### config.mk
export PLATFORM = sky130hd
export DESIGN_NAME = integer_to_ascii_converter_flat
export DESIGN_NICKNAME = d
export VERILOG_FILES = /design/src/hdl/itoa_pkg.sv /design/src/hdl/itoa_in_if.sv /design/src/hdl/itoa_out_if.sv /design/src/hdl/itoa_front.sv /design/src/hdl/itoa_queue.sv /design/src/hdl/itoa_back.sv /design/src/hdl/integer_to_ascii_converter.sv /design/src/flat_wrapper.sv
export SDC_FILE = /design/constraint.sdc
export NUM_CORES = 2
export LEC_CHECK = 0
export ABC_CLOCK_PERIOD_IN_PS = 11500
export BUFFER_PORTS_ARGS = -buffer_cell sky130_fd_sc_hd__buf_2
export CAP_MARGIN = 20
export CELL_PAD_IN_SITES_DETAIL_PLACEMENT = 0
export CELL_PAD_IN_SITES_GLOBAL_PLACEMENT = 1
export CORE_UTILIZATION = 30
export DETAILED_ROUTE_END_ITERATION = 8
export GPL_ROUTABILITY_DRIVEN = 0
export GPL_TIMING_DRIVEN = 0
export PLACE_DENSITY = 0.58
export SLEW_MARGIN = 10
export SYNTH_ARGS = -nofsm -noshare
export SYNTH_HDL_FRONTEND = slang
export SYNTH_SLANG_ARGS = --single-unit
### constraint.sdc
create_clock -name clk -period 11.5 [get_ports clk]
set_input_delay 0.575 -clock clk [delete_from_list [all_inputs] [get_ports clk]]
set_output_delay 0.575 -clock clk [all_outputs]
set_load 0.05 [all_outputs]
### src/hdl/itoa_pkg.sv
// Types, character codes and helper functions of the integer to ASCII converter.
// No dependencies; the front end, queue, back end and top level import this package.
package itoa_pkg;

  localparam int unsigned VALUE_BITS = 32;
  localparam int unsigned CNT_W      = 6;   // holds 0 to VALUE_BITS
  localparam int unsigned IDX_W      = 5;   // indexes VALUE_BITS digits
  localparam int unsigned DIGIT_W    = 4;
  localparam int unsigned QUEUE_DEPTH = 2;
  localparam int unsigned QPTR_W     = 1;
  localparam int unsigned QCNT_W     = 2;

  // floor(x / 10) == (x * DEC_RECIP) >> DEC_SHIFT for every 32-bit x.
  localparam logic [31:0] DEC_RECIP = 32'hCCCC_CCCD;
  localparam int unsigned DEC_SHIFT = 35;
  localparam int unsigned QUO_W     = 2 * VALUE_BITS - DEC_SHIFT;

  localparam logic [7:0] CH_ZERO    = 8'h30;
  localparam logic [7:0] CH_LOWER_A = 8'h61;
  localparam logic [7:0] CH_SPACE   = 8'h20;
  localparam logic [7:0] CH_MINUS   = 8'h2D;
  localparam logic [7:0] CH_PLUS    = 8'h2B;
  localparam logic [3:0] LAST_DEC_DIGIT = 4'd9;
  localparam logic [3:0] HEX_TEN    = 4'hA;

  typedef enum logic [2:0] {
    BASE_HEX = 3'b001,
    BASE_DEC = 3'b010,
    BASE_BIN = 3'b100
  } itoa_base_t;

  // One classified conversion job as it travels from the front to the back.
  typedef struct packed {
    logic [VALUE_BITS-1:0] value;
    itoa_base_t            base;
    logic [7:0]            fill_ch;
    logic                  has_sign;
    logic [7:0]            sign_ch;
    logic [CNT_W-1:0]      width;
  } itoa_job_t;

  typedef struct packed {
    logic full;
    logic nonempty;
  } itoa_q_status_t;

  function automatic logic [7:0] digit_char(input logic [DIGIT_W-1:0] d);
    logic [7:0] ch;
    if (d <= LAST_DEC_DIGIT) begin
      ch = CH_ZERO + 8'(d);
    end else begin
      ch = CH_LOWER_A + 8'(d - HEX_TEN);
    end
    return ch;
  endfunction

endpackage

### src/hdl/itoa_in_if.sv
// Input channel of the integer to ASCII converter: one number and its format.
// No dependencies.
interface itoa_in_if;
  logic        valid;
  logic        ready;
  logic [31:0] value;
  logic [1:0]  base_select;
  logic        zero_fill;
  logic [1:0]  sign_mode;
  logic [5:0]  field_width;

  modport source (output valid, value, base_select, zero_fill, sign_mode, field_width,
                  input ready);
  modport sink (input valid, value, base_select, zero_fill, sign_mode, field_width,
                output ready);
endinterface

### src/hdl/itoa_out_if.sv
// Result channel of the integer to ASCII converter: one character per transfer.
// No dependencies.
interface itoa_out_if;
  logic       valid;
  logic       ready;
  logic [7:0] char_out;
  logic       last;

  modport source (output valid, char_out, last, input ready);
  modport sink (input valid, char_out, last, output ready);
endinterface

### src/hdl/itoa_front.sv
// Front end: takes input transfers, decodes base, fill, sign and width into a job.
// Depends on itoa_pkg and itoa_in_if.
module itoa_front import itoa_pkg::*; #(
  parameter int MAX_DIGITS = 32
) (
  itoa_in_if.sink        in_ch,
  input  itoa_q_status_t q_status,
  output logic           push,
  output itoa_job_t      push_job
);

  localparam int WIDTH_CAP = (MAX_DIGITS < int'(VALUE_BITS)) ? MAX_DIGITS : int'(VALUE_BITS);
  localparam logic [CNT_W-1:0] WIDTH_CAP_C = CNT_W'(WIDTH_CAP);

  assign in_ch.ready = !q_status.full;
  assign push        = in_ch.valid && !q_status.full;

  always_comb begin
    push_job.value = in_ch.value;
    // Binary wins over decimal when both select bits are set.
    if (in_ch.base_select[1]) begin
      push_job.base = BASE_BIN;
    end else if (in_ch.base_select[0]) begin
      push_job.base = BASE_DEC;
    end else begin
      push_job.base = BASE_HEX;
    end
    push_job.fill_ch  = in_ch.zero_fill ? CH_ZERO : CH_SPACE;
    push_job.has_sign = |in_ch.sign_mode;
    push_job.sign_ch  = in_ch.sign_mode[1] ? CH_MINUS : CH_PLUS;
    push_job.width    = (in_ch.field_width > WIDTH_CAP_C) ? WIDTH_CAP_C : in_ch.field_width;
  end

endmodule

### src/hdl/itoa_queue.sv
// Two-entry job queue between the front end and the conversion back end.
// Depends on itoa_pkg.
module itoa_queue import itoa_pkg::*; (
  input  logic           clk,
  input  logic           rst_n,
  input  logic           push,
  input  itoa_job_t      push_job,
  input  logic           pop,
  output itoa_job_t      pop_job,
  output itoa_q_status_t status
);

  itoa_job_t         entry_r [QUEUE_DEPTH];
  logic [QPTR_W-1:0] wr_ptr_r, wr_ptr_nxt;
  logic [QPTR_W-1:0] rd_ptr_r, rd_ptr_nxt;
  logic [QCNT_W-1:0] count_r, count_nxt;

  assign status.full     = (count_r == QCNT_W'(QUEUE_DEPTH));
  assign status.nonempty = (count_r != '0);
  assign pop_job         = entry_r[rd_ptr_r];

  always_comb begin
    wr_ptr_nxt = push ? wr_ptr_r + 1'b1 : wr_ptr_r;
    rd_ptr_nxt = pop ? rd_ptr_r + 1'b1 : rd_ptr_r;
    count_nxt  = count_r;
    if (push && !pop) begin
      count_nxt = count_r + 1'b1;
    end else if (pop && !push) begin
      count_nxt = count_r - 1'b1;
    end
  end

  always_ff @(posedge clk) begin
    if (!rst_n) begin
      wr_ptr_r <= '0;
      rd_ptr_r <= '0;
      count_r  <= '0;
    end else begin
      wr_ptr_r <= wr_ptr_nxt;
      rd_ptr_r <= rd_ptr_nxt;
      count_r  <= count_nxt;
    end
  end

  always_ff @(posedge clk) begin
    if (push) begin
      entry_r[wr_ptr_r] <= push_job;
    end
  end

endmodule

### src/hdl/itoa_back.sv
// Back end: generates digits one per step into a register file, then sends
// fill, sign and digits through the output register. Depends on itoa_pkg, itoa_out_if.
module itoa_back import itoa_pkg::*; (
  input  logic      clk,
  input  logic      rst_n,
  input  logic      job_valid,
  input  itoa_job_t job,
  output logic      job_pop,
  itoa_out_if.source out_ch
);

  typedef enum logic [3:0] {
    ST_IDLE = 4'b0001,
    ST_MUL  = 4'b0010,
    ST_DIG  = 4'b0100,
    ST_EMIT = 4'b1000
  } back_state_t;

  back_state_t state_r, state_nxt;

  itoa_base_t            base_r, base_nxt;
  logic [7:0]            fill_ch_r, fill_ch_nxt;
  logic [7:0]            sign_ch_r, sign_ch_nxt;
  logic                  sign_pend_r, sign_pend_nxt;
  logic [CNT_W-1:0]      width_r, width_nxt;
  logic [VALUE_BITS-1:0] num_r, num_nxt;
  logic [QUO_W-1:0]      quo_r, quo_nxt;
  logic [CNT_W-1:0]      ndig_r, ndig_nxt;
  logic [CNT_W-1:0]      nfill_r, nfill_nxt;
  logic [CNT_W-1:0]      pos_r, pos_nxt;
  logic [DIGIT_W-1:0]    digits_r [VALUE_BITS];

  logic                  out_valid_r, out_valid_nxt;
  logic [7:0]            out_char_r, out_char_nxt;
  logic                  out_last_r, out_last_nxt;

  logic [2*VALUE_BITS-1:0] prod;
  logic [DIGIT_W-1:0]    tens_low;
  logic [DIGIT_W-1:0]    dig;
  logic [VALUE_BITS-1:0] num_next_dig;
  logic                  dig_done;
  logic                  dig_we;
  logic [CNT_W-1:0]      ndig_inc;
  logic [CNT_W-1:0]      pos_dec;
  logic                  out_free;

  assign job_pop  = (state_r == ST_IDLE) && job_valid;
  assign out_free = !out_valid_r || out_ch.ready;

  assign out_ch.valid    = out_valid_r;
  assign out_ch.char_out = out_char_r;
  assign out_ch.last     = out_last_r;

  assign prod     = 64'(num_r) * 64'(DEC_RECIP);
  // Only the low digit of quotient times ten matters, since the remainder is below ten.
  assign tens_low = DIGIT_W'({quo_r[0], 3'b000}) + DIGIT_W'({quo_r[2:0], 1'b0});
  assign ndig_inc = ndig_r + 1'b1;
  assign pos_dec  = pos_r - 1'b1;

  always_comb begin
    case (base_r)
      BASE_HEX: begin
        dig          = num_r[3:0];
        num_next_dig = num_r >> 4;
      end
      BASE_BIN: begin
        dig          = DIGIT_W'(num_r[0]);
        num_next_dig = num_r >> 1;
      end
      BASE_DEC: begin
        dig          = num_r[3:0] - tens_low;
        num_next_dig = VALUE_BITS'(quo_r);
      end
      default: begin
        dig          = '0;
        num_next_dig = '0;
      end
    endcase
    dig_done = (num_next_dig == '0) || (ndig_r == CNT_W'(VALUE_BITS - 1));
  end

  always_comb begin
    state_nxt     = state_r;
    base_nxt      = base_r;
    fill_ch_nxt   = fill_ch_r;
    sign_ch_nxt   = sign_ch_r;
    sign_pend_nxt = sign_pend_r;
    width_nxt     = width_r;
    num_nxt       = num_r;
    quo_nxt       = quo_r;
    ndig_nxt      = ndig_r;
    nfill_nxt     = nfill_r;
    pos_nxt       = pos_r;
    dig_we        = 1'b0;
    out_valid_nxt = out_valid_r && !out_ch.ready;
    out_char_nxt  = out_char_r;
    out_last_nxt  = out_last_r;

    case (state_r)
      ST_IDLE: begin
        if (job_valid) begin
          base_nxt      = job.base;
          fill_ch_nxt   = job.fill_ch;
          sign_ch_nxt   = job.sign_ch;
          sign_pend_nxt = job.has_sign;
          width_nxt     = job.width;
          num_nxt       = job.value;
          ndig_nxt      = '0;
          state_nxt     = (job.base == BASE_DEC) ? ST_MUL : ST_DIG;
        end
      end
      ST_MUL: begin
        quo_nxt   = prod[2*VALUE_BITS-1:DEC_SHIFT];
        state_nxt = ST_DIG;
      end
      ST_DIG: begin
        dig_we   = 1'b1;
        ndig_nxt = ndig_inc;
        num_nxt  = num_next_dig;
        if (dig_done) begin
          nfill_nxt = (width_r > ndig_inc) ? width_r - ndig_inc : '0;
          pos_nxt   = ndig_inc;
          state_nxt = ST_EMIT;
        end else begin
          state_nxt = (base_r == BASE_DEC) ? ST_MUL : ST_DIG;
        end
      end
      ST_EMIT: begin
        if (out_free) begin
          out_valid_nxt = 1'b1;
          // Fill is never the final character: at least one digit follows.
          if (nfill_r != '0) begin
            out_char_nxt = fill_ch_r;
            out_last_nxt = 1'b0;
            nfill_nxt    = nfill_r - 1'b1;
          end else if (sign_pend_r) begin
            out_char_nxt  = sign_ch_r;
            out_last_nxt  = 1'b0;
            sign_pend_nxt = 1'b0;
          end else begin
            out_char_nxt = digit_char(digits_r[pos_dec[IDX_W-1:0]]);
            out_last_nxt = (pos_r == CNT_W'(1));
            pos_nxt      = pos_dec;
            if (pos_r == CNT_W'(1)) begin
              state_nxt = ST_IDLE;
            end
          end
        end
      end
      default: begin
        state_nxt = ST_IDLE;
      end
    endcase
  end

  always_ff @(posedge clk) begin
    if (!rst_n) begin
      state_r     <= ST_IDLE;
      out_valid_r <= 1'b0;
    end else begin
      state_r     <= state_nxt;
      out_valid_r <= out_valid_nxt;
    end
  end

  always_ff @(posedge clk) begin
    base_r      <= base_nxt;
    fill_ch_r   <= fill_ch_nxt;
    sign_ch_r   <= sign_ch_nxt;
    sign_pend_r <= sign_pend_nxt;
    width_r     <= width_nxt;
    num_r       <= num_nxt;
    quo_r       <= quo_nxt;
    ndig_r      <= ndig_nxt;
    nfill_r     <= nfill_nxt;
    pos_r       <= pos_nxt;
    out_char_r  <= out_char_nxt;
    out_last_r  <= out_last_nxt;
    if (dig_we) begin
      digits_r[ndig_r[IDX_W-1:0]] <= dig;
    end
  end

endmodule

### src/hdl/integer_to_ascii_converter.sv
// Channel  Direction  Payload                                               Transfer
// in_ch    sink       value, base_select, zero_fill, sign_mode, field_width valid & ready
// out_ch   source     char_out, last                                        valid & ready
//
// The job is loaded, then its digits are made one per step (for decimal, a reciprocal
// multiply, then the remainder), then fill, sign and digits are sent; the character
// stream leaves one per cycle while the output is not stalled.
// A two-entry job queue lets the input take two more numbers while one converts.
// Synchronous active-low reset; no clearing pass. A stalled output holds its character.
// Top level; depends on itoa_pkg, itoa_in_if, itoa_out_if, itoa_front, itoa_queue, itoa_back.
module integer_to_ascii_converter import itoa_pkg::*; #(
  parameter int MAX_DIGITS = 32
) (
  input  logic       clk,
  input  logic       rst_n,
  itoa_in_if.sink    in_ch,
  itoa_out_if.source out_ch
);

  itoa_q_status_t q_status;
  itoa_job_t      push_job;
  itoa_job_t      pop_job;
  logic           push;
  logic           pop;

  itoa_front #(
    .MAX_DIGITS (MAX_DIGITS)
  ) u_front (
    .in_ch    (in_ch),
    .q_status (q_status),
    .push     (push),
    .push_job (push_job)
  );

  itoa_queue u_queue (
    .clk      (clk),
    .rst_n    (rst_n),
    .push     (push),
    .push_job (push_job),
    .pop      (pop),
    .pop_job  (pop_job),
    .status   (q_status)
  );

  itoa_back u_back (
    .clk       (clk),
    .rst_n     (rst_n),
    .job_valid (q_status.nonempty),
    .job       (pop_job),
    .job_pop   (pop),
    .out_ch    (out_ch)
  );

endmodule

### src/flat_wrapper.sv
// flat-port wrapper written by rule: the top's interface ports become plain ports
module integer_to_ascii_converter_flat import itoa_pkg::*;
#(
  parameter int MAX_DIGITS = 32
)
  (clk, rst_n, in_ch_valid, in_ch_value, in_ch_base_select, in_ch_zero_fill, in_ch_sign_mode, in_ch_field_width, in_ch_ready, out_ch_valid, out_ch_char_out, out_ch_last, out_ch_ready);
  itoa_in_if in_ch_i ();
  itoa_out_if out_ch_i ();
  input  logic clk;
  input  logic rst_n;
  input wire logic [$bits(in_ch_i.valid)-1:0] in_ch_valid;
  input wire logic [$bits(in_ch_i.value)-1:0] in_ch_value;
  input wire logic [$bits(in_ch_i.base_select)-1:0] in_ch_base_select;
  input wire logic [$bits(in_ch_i.zero_fill)-1:0] in_ch_zero_fill;
  input wire logic [$bits(in_ch_i.sign_mode)-1:0] in_ch_sign_mode;
  input wire logic [$bits(in_ch_i.field_width)-1:0] in_ch_field_width;
  output wire logic [$bits(in_ch_i.ready)-1:0] in_ch_ready;
  output wire logic [$bits(out_ch_i.valid)-1:0] out_ch_valid;
  output wire logic [$bits(out_ch_i.char_out)-1:0] out_ch_char_out;
  output wire logic [$bits(out_ch_i.last)-1:0] out_ch_last;
  input wire logic [$bits(out_ch_i.ready)-1:0] out_ch_ready;
  assign in_ch_i.valid = in_ch_valid;
  assign in_ch_i.value = in_ch_value;
  assign in_ch_i.base_select = in_ch_base_select;
  assign in_ch_i.zero_fill = in_ch_zero_fill;
  assign in_ch_i.sign_mode = in_ch_sign_mode;
  assign in_ch_i.field_width = in_ch_field_width;
  assign in_ch_ready = in_ch_i.ready;
  assign out_ch_valid = out_ch_i.valid;
  assign out_ch_char_out = out_ch_i.char_out;
  assign out_ch_last = out_ch_i.last;
  assign out_ch_i.ready = out_ch_ready;
  integer_to_ascii_converter #(.MAX_DIGITS(MAX_DIGITS)) u_core (.clk(clk), .rst_n(rst_n), .in_ch(in_ch_i), .out_ch(out_ch_i));
endmodule
# [Yosys cells after proc, flatten, opt, wreduce, memory -nomap -nowiden]
# Memories as Yosys holds them, arrays and structs flattened. A register that Yosys moved wholly into a read port is not among the register bits.
# Cells that the tools add are included.
[word_totals] output_inout_bits=11 wordCells=130 memories=2 regBits=123 in_bits=47 ram_bits=228
[memory_table] name="u_core.u_back.digits_r" depth=32 width=4 read_ports=1 rd_ports_with_merged_regs=0 write_ports=1 line_no="itoa_back.sv:31" source="logic [DIGIT_W-1:0] digits_r [VALUE_BITS];"
[memory_table] name="u_core.u_queue.entry_r" depth=2 width=50 read_ports=1 rd_ports_with_merged_regs=1 write_ports=1 line_no="itoa_queue.sv:13" source="itoa_job_t entry_r [QUEUE_DEPTH];"
[op_classes] order_cmp=3 add_sub_neg=13 reduce_logical=28 eq_ne=18 n_mul=1 mux=48
[ops] cell="$pmux 31 s3" count=1
[ops] cell="$mul 32x32->64 const B" count=1
[ops] cell="$pmux 32 s2" count=1
[ops] cell="$mux 6" count=10
[ops] cell="$pmux 6 s2" count=3
[ops] cell="$logic_not 32->1" count=1
[ops] cell="$mux 32" count=1
[ops] cell="$mux 4" count=6
[ops] cell="$mux 8" count=3
[ops] cell="$pmux 4 s4" count=1
[ops] cell="$ne 2x2->1 const B" count=7
[ops] cell="$mux 1" count=12
[ops] cell="$mux 3" count=4
[ops] cell="$pmux 4 s3" count=1
[ops] cell="$sub 6x1->6 const B" count=2
[ops] cell="$reduce_and 5->1" count=2
[ops] cell="$reduce_bool 2->1" count=5
[ops] cell="$add 7x8->8 const A" count=1
[ops] cell="$reduce_and 4->1" count=2
[ops] cell="$add 6x4->7 const A" count=1
[ops] cell="$add 6x1->6 const B" count=1
[ops] cell="$eq 3x2->1 const B" count=2
[ops] cell="$eq 6x1->1 const B" count=1
[ops] cell="$eq 6x5->1 const B" count=1
[ops] cell="other kinds (26)" count=41

# [Longest topological paths before layout]
[depth] depth_word=7 mapped_depth=26

# [Hierarchy]
# Synthesis repeated with hierarchy kept, for this count alone.
[unflattened] hier_cells=2756 area_unflattened_um2=33041.7
[by_module_without_submodules] module="itoa_back" cells_per_inst=2492 n_inst=1 seq_area_each_um2=7367.1 area_per_inst_um2=28130.7
[by_module_without_submodules] module="itoa_queue" cells_per_inst=202 n_inst=1 seq_area_each_um2=3583.4 area_per_inst_um2=4478.0
[by_module_without_submodules] module="itoa_front" cells_per_inst=62 n_inst=1 seq_area_each_um2=0.0 area_per_inst_um2=432.9

# [Worst setup path before layout]
# OpenSTA, ideal clock, no wires.
[synth_path] path_type="register to register" startpoint="register u_core.u_back.num_r[11]" endpoint="register u_core.u_back.quo_r[28] (data pin)" slack_ns=4.575 synth_period_minus_slack_ns=6.925 t_arrival_ns=6.665 stages_incl_launch_ff=25 path_cell_list="edfxtp_1 -> ha_1 -> clkbuf_1 -> xor2_1 -> ha_1 -> a21o_1 -> fa_1 -> inv_1 -> fa_1 -> inv_1 -> fa_1 -> fa_1 -> fa_1 -> fa_1 -> ha_1 -> nand4_1 -> nor3_2 -> nand3_1 -> o41ai_1 -> a211oi_2 -> a221oi_1 -> o21ai_1 -> o21ai_1 -> a21oi_1 -> xnor2_1"
[synth_between] elab_chain_len=1
[synth_lines] item="start, declared" line_no="itoa_back.sv:26" source="logic [VALUE_BITS-1:0] num_r, num_nxt;"
[synth_lines] item="start signal, assigned" line_no="itoa_back.sv:172" source="num_r <= num_nxt;"
[synth_lines] item="$mul 32x32->64" line_no="itoa_back.sv:54" source="assign prod = 64'(num_r) * 64'(DEC_RECIP);"
[synth_lines] item="named net u_core.u_back.prod[63]" line_no="itoa_back.sv:37" source="logic [2*VALUE_BITS-1:0] prod;"
[synth_lines] item="end signal, assigned" line_no="itoa_back.sv:173" source="quo_r <= quo_nxt;"
[synth_lines] item="end, declared" line_no="itoa_back.sv:27" source="logic [QUO_W-1:0] quo_r, quo_nxt;"
# The timed path passes the listed nets, and every way through them passes these cells.
# A chain may end at the register's enable or synchronous reset.

# [Worst setup path in the final report]
[layout_path] startpoint="register u_core.u_back.num_r[2]" endpoint="register u_core.u_back.quo_r[28] (data pin)"
# Same word-level chain as after synthesis.

==> results.toml <==
[finish]
instances_no_fill = 4126
area_delta_synth_final_pct = 10.58
fin_util = 0.3350
final_nets = 3533
drive_gt1_frac = 0.07327
final_common_cell = "inv_1"
fill_cells = 10300
most-common-layout-cells = "inv_1 (574), fa_1 (389), ha_1 (365)"

[worst_setup_path]
arrival_ps = 9770
critical_path_class = "reg -> reg"
start_kind = "register"
cp_max_fo = 10
end_kind = "register"
cp-startpoint = "u_core.u_back.num_r[2]$_DFFE_PP_"
rr_startpoint = "u_core.u_back.num_r[2]$_DFFE_PP_"
required_ps = 11770

[sta]
tns_ps = 0
rsz0062_at_grt = "false"
slew_headroom = 0.3815
fin_skew_ps = 23.69
worstMarginPinSlew_ps = 927.8
finalMaxSlewViolations = 0
layout_min_cycle_time_ps = 9493
min_period_over_period = 0.8255
max_freq_mhz = 105.3
hold_viol = 0
setup-violations-final = 0

[drt]
drt-wirelength-per-cell_um = 21.51
drt_iter0_drc = 1472
ant_nets = 0
dr_total_vias = 19640
routed_via_density = 4.759
routed_wirelength_mm = 88.76
drc = 0
first_pass_iters = 8

[clocking]
cts_root_buf = "clkbuf_16"
htree_num_levels = 2
cts_made_buffers = 34
clk_path_buf_depth = 3
cts_setup_buffers = 0
ctsHoldBuffers = 0
cts_resized = 0
clk_latency_ps = 550
path_clk_slew_ps = 70
numClockSinks = 328
cts_tree = "built"

[hold_path]
hp-start = "in_ch_zero_fill"
min_path_type = "in -> reg"

[logic_synthesis]
yosysTopAreaCell = "edfxtp_1"
syn_nets = 3427
yosysWarnings = 0
synthesis.area_um2 = 30920
synth_cell_types = 78
synth_edf_count = 318
postSynth.asyncResetShare = 0
ys_ff_latch = 328
syn_inst = 2626
yosysSeqAreaShare = 0.3154
synth.avg_cell_area_um2 = 11.77
synth.area.top_cells = "edfxtp_1 (31%), fa_1 (25%), ha_1 (15%), inv_1 (7.0%), a21oi_1 (2.3%)"
synth_flop_cell = "edfxtp_1"
yosysTopAreaCellShare = 0.3089

[global_route]
grt_max_degree = 33
grt_pass1_vias = 20980
grt_first_pass_wirelength_mm = 133.6
antenna_found_initial = 10
overflow = 0
track_usage = 0.1735

[floorplan]
io_pins = 58
die_w_um = 323.0
dieArea_um2 = 104300
num_rows = 117
die_y_um = 323.0
start_util = 0.3030
core_um2 = 102000

[outcome]
status = "finished, final reports clean"

[place]
dp_hpwl_mm = 75.59
dp_cells = 4062
portBuffers = 56

[run]
drv_cap = 0
-- metal layers --
| metal | up-vias | part of all wire | track usage |
|---|---|---|---|
| met4 | 6 | 0.031 | 0.04897 |
| met5 | - | 0.00044 | 0 |
| met1 | 9963 | 0.45 | 0.2373 |
| met2 | 523 | 0.46 | 0.2771 |
| li1 | 9016 | - | - |
| met3 | 127 | 0.058 | 0.03537 |
-- critical path, cell delays in order (launching register included) --
cell	delay, ps
edfxtp_1	830
ha_1	520
xor2_1	250
ha_1	270
or2_2	340
fa_1	610
fa_1	490
fa_1	530
fa_1	430
fa_1	530
inv_1	70
fa_1	480
inv_1	40
ha_1	360
nand4_1	270
nor3_2	480
nand3_1	120
o41ai_1	670
a211oi_2	290
a221oi_1	720
o21ai_1	330
o21ai_1	270
a21oi_1	120
xnor2_1	150
-- metrics by stage --
| stage | cell area (µm²) | setup slack (ps) | hold WS [ps] |
|---|---|---|---|
| floorplan | 30920 | 4575 | 487.6 |
| global placement | 32910 | 2124 | 508.3 |
| detailed placement | 33090 | 2251 | 532.5 |
| CTS | 34160 | 2178 | 188.8 |
| global route | 34180 | 1719 | 194.2 |
| finish | 34190 | 2007 | 214.4 |
-- cell type report --
| type | count | area [µm²] | share of cell area |
|---|---|---|---|
| clock buffer | 41 | 887.1 | 0.02595 |
| buffer | 57 | 282.8 | 0.008272 |
| multi-input combinational | 1667 | 18770 | 0.5490 |
| clock inverter | 20 | 180.2 | 0.005270 |
| sequential | 328 | 9749 | 0.2852 |
| antenna | 1 | 2.502 | 0.00007320 |
| inverter | 574 | 2155 | 0.06303 |
| tap | 1368 | 1712 | 0.05007 |
| timing repair buffer | 70 | 450.4 | 0.01318 |
-- flip-flops by register name, summed over array words and instances (netlist names), 2 cells and up, named ones only --
| register | cells |
|---|---|
| u_core.u_back.base_r | 3 |
| u_core.u_back.digits_r | 128 |
| u_core.u_back.ndig_r | 6 |
| u_core.u_back.nfill_r | 6 |
| u_core.u_back.num_r | 32 |
| u_core.u_back.out_ch.char_out | 7 |
| u_core.u_back.pos_r | 6 |
| u_core.u_back.quo_r | 29 |
| u_core.u_back.sign_ch_r | 2 |
| u_core.u_back.state_r | 4 |
| u_core.u_back.width_r | 6 |
| u_core.u_queue.count_r | 2 |
| u_core.u_queue.entry_r | 90 |
-- cells by family (layout without fill, tap and decap cells) --
family | count (synthesis) | count (layout) | synth area share
compound gates | 369 | 369 | 0.07657
other cells | 1 | 2 | 0.0001213
fa+ha+maj | 754 | 754 | 0.3996
buf+inv | 631 | 762 | 0.07884
simple gates | 373 | 373 | 0.06030
mux | 64 | 64 | 0.03869
flops | 328 | 328 | 0.3154
xor+xnor | 106 | 106 | 0.03052
-- cell usage after synthesis (8+ instances only) --
cell type  instances
and2_1            19
fa_1             389
mux4_1            10
xor2_1            49
a31oi_1           13
dfxtp_1           10
a21oi_1          142
a211oi_1          31
xnor2_1           55
and3_1             8
a22oi_1           31
nor3_1            12
inv_1            574
nor2b_1           52
nand3_1           21
nand2_1           68
mux4_2            28
nand4_1           21
a21o_1            48
mux2_2            14
o21ai_0           38
o21bai_1          11
ha_1             365
mux2i_1           10
edfxtp_1         318
nor2_1           127
clkbuf_1          41
-- worst paths after layout --
path / end / slack, ps / cells past startpoint
hold / removal: u_core.u_queue.entry_r[0][14]$_DFFE_PP_ / 210 / 1
hold reg to reg: u_core.u_back.sign_ch_r[1]$_DFFE_PP_ / 550 / 1
setup / recovery: u_core.u_back.quo_r[28]$_DFFE_PP_ / 2010 / 23
setup reg to reg: u_core.u_back.quo_r[28]$_DFFE_PP_ / 2010 / 23
Power is not shown: default switching activity piles up to over one toggle a cycle in this logic, so the estimate is an artifact.
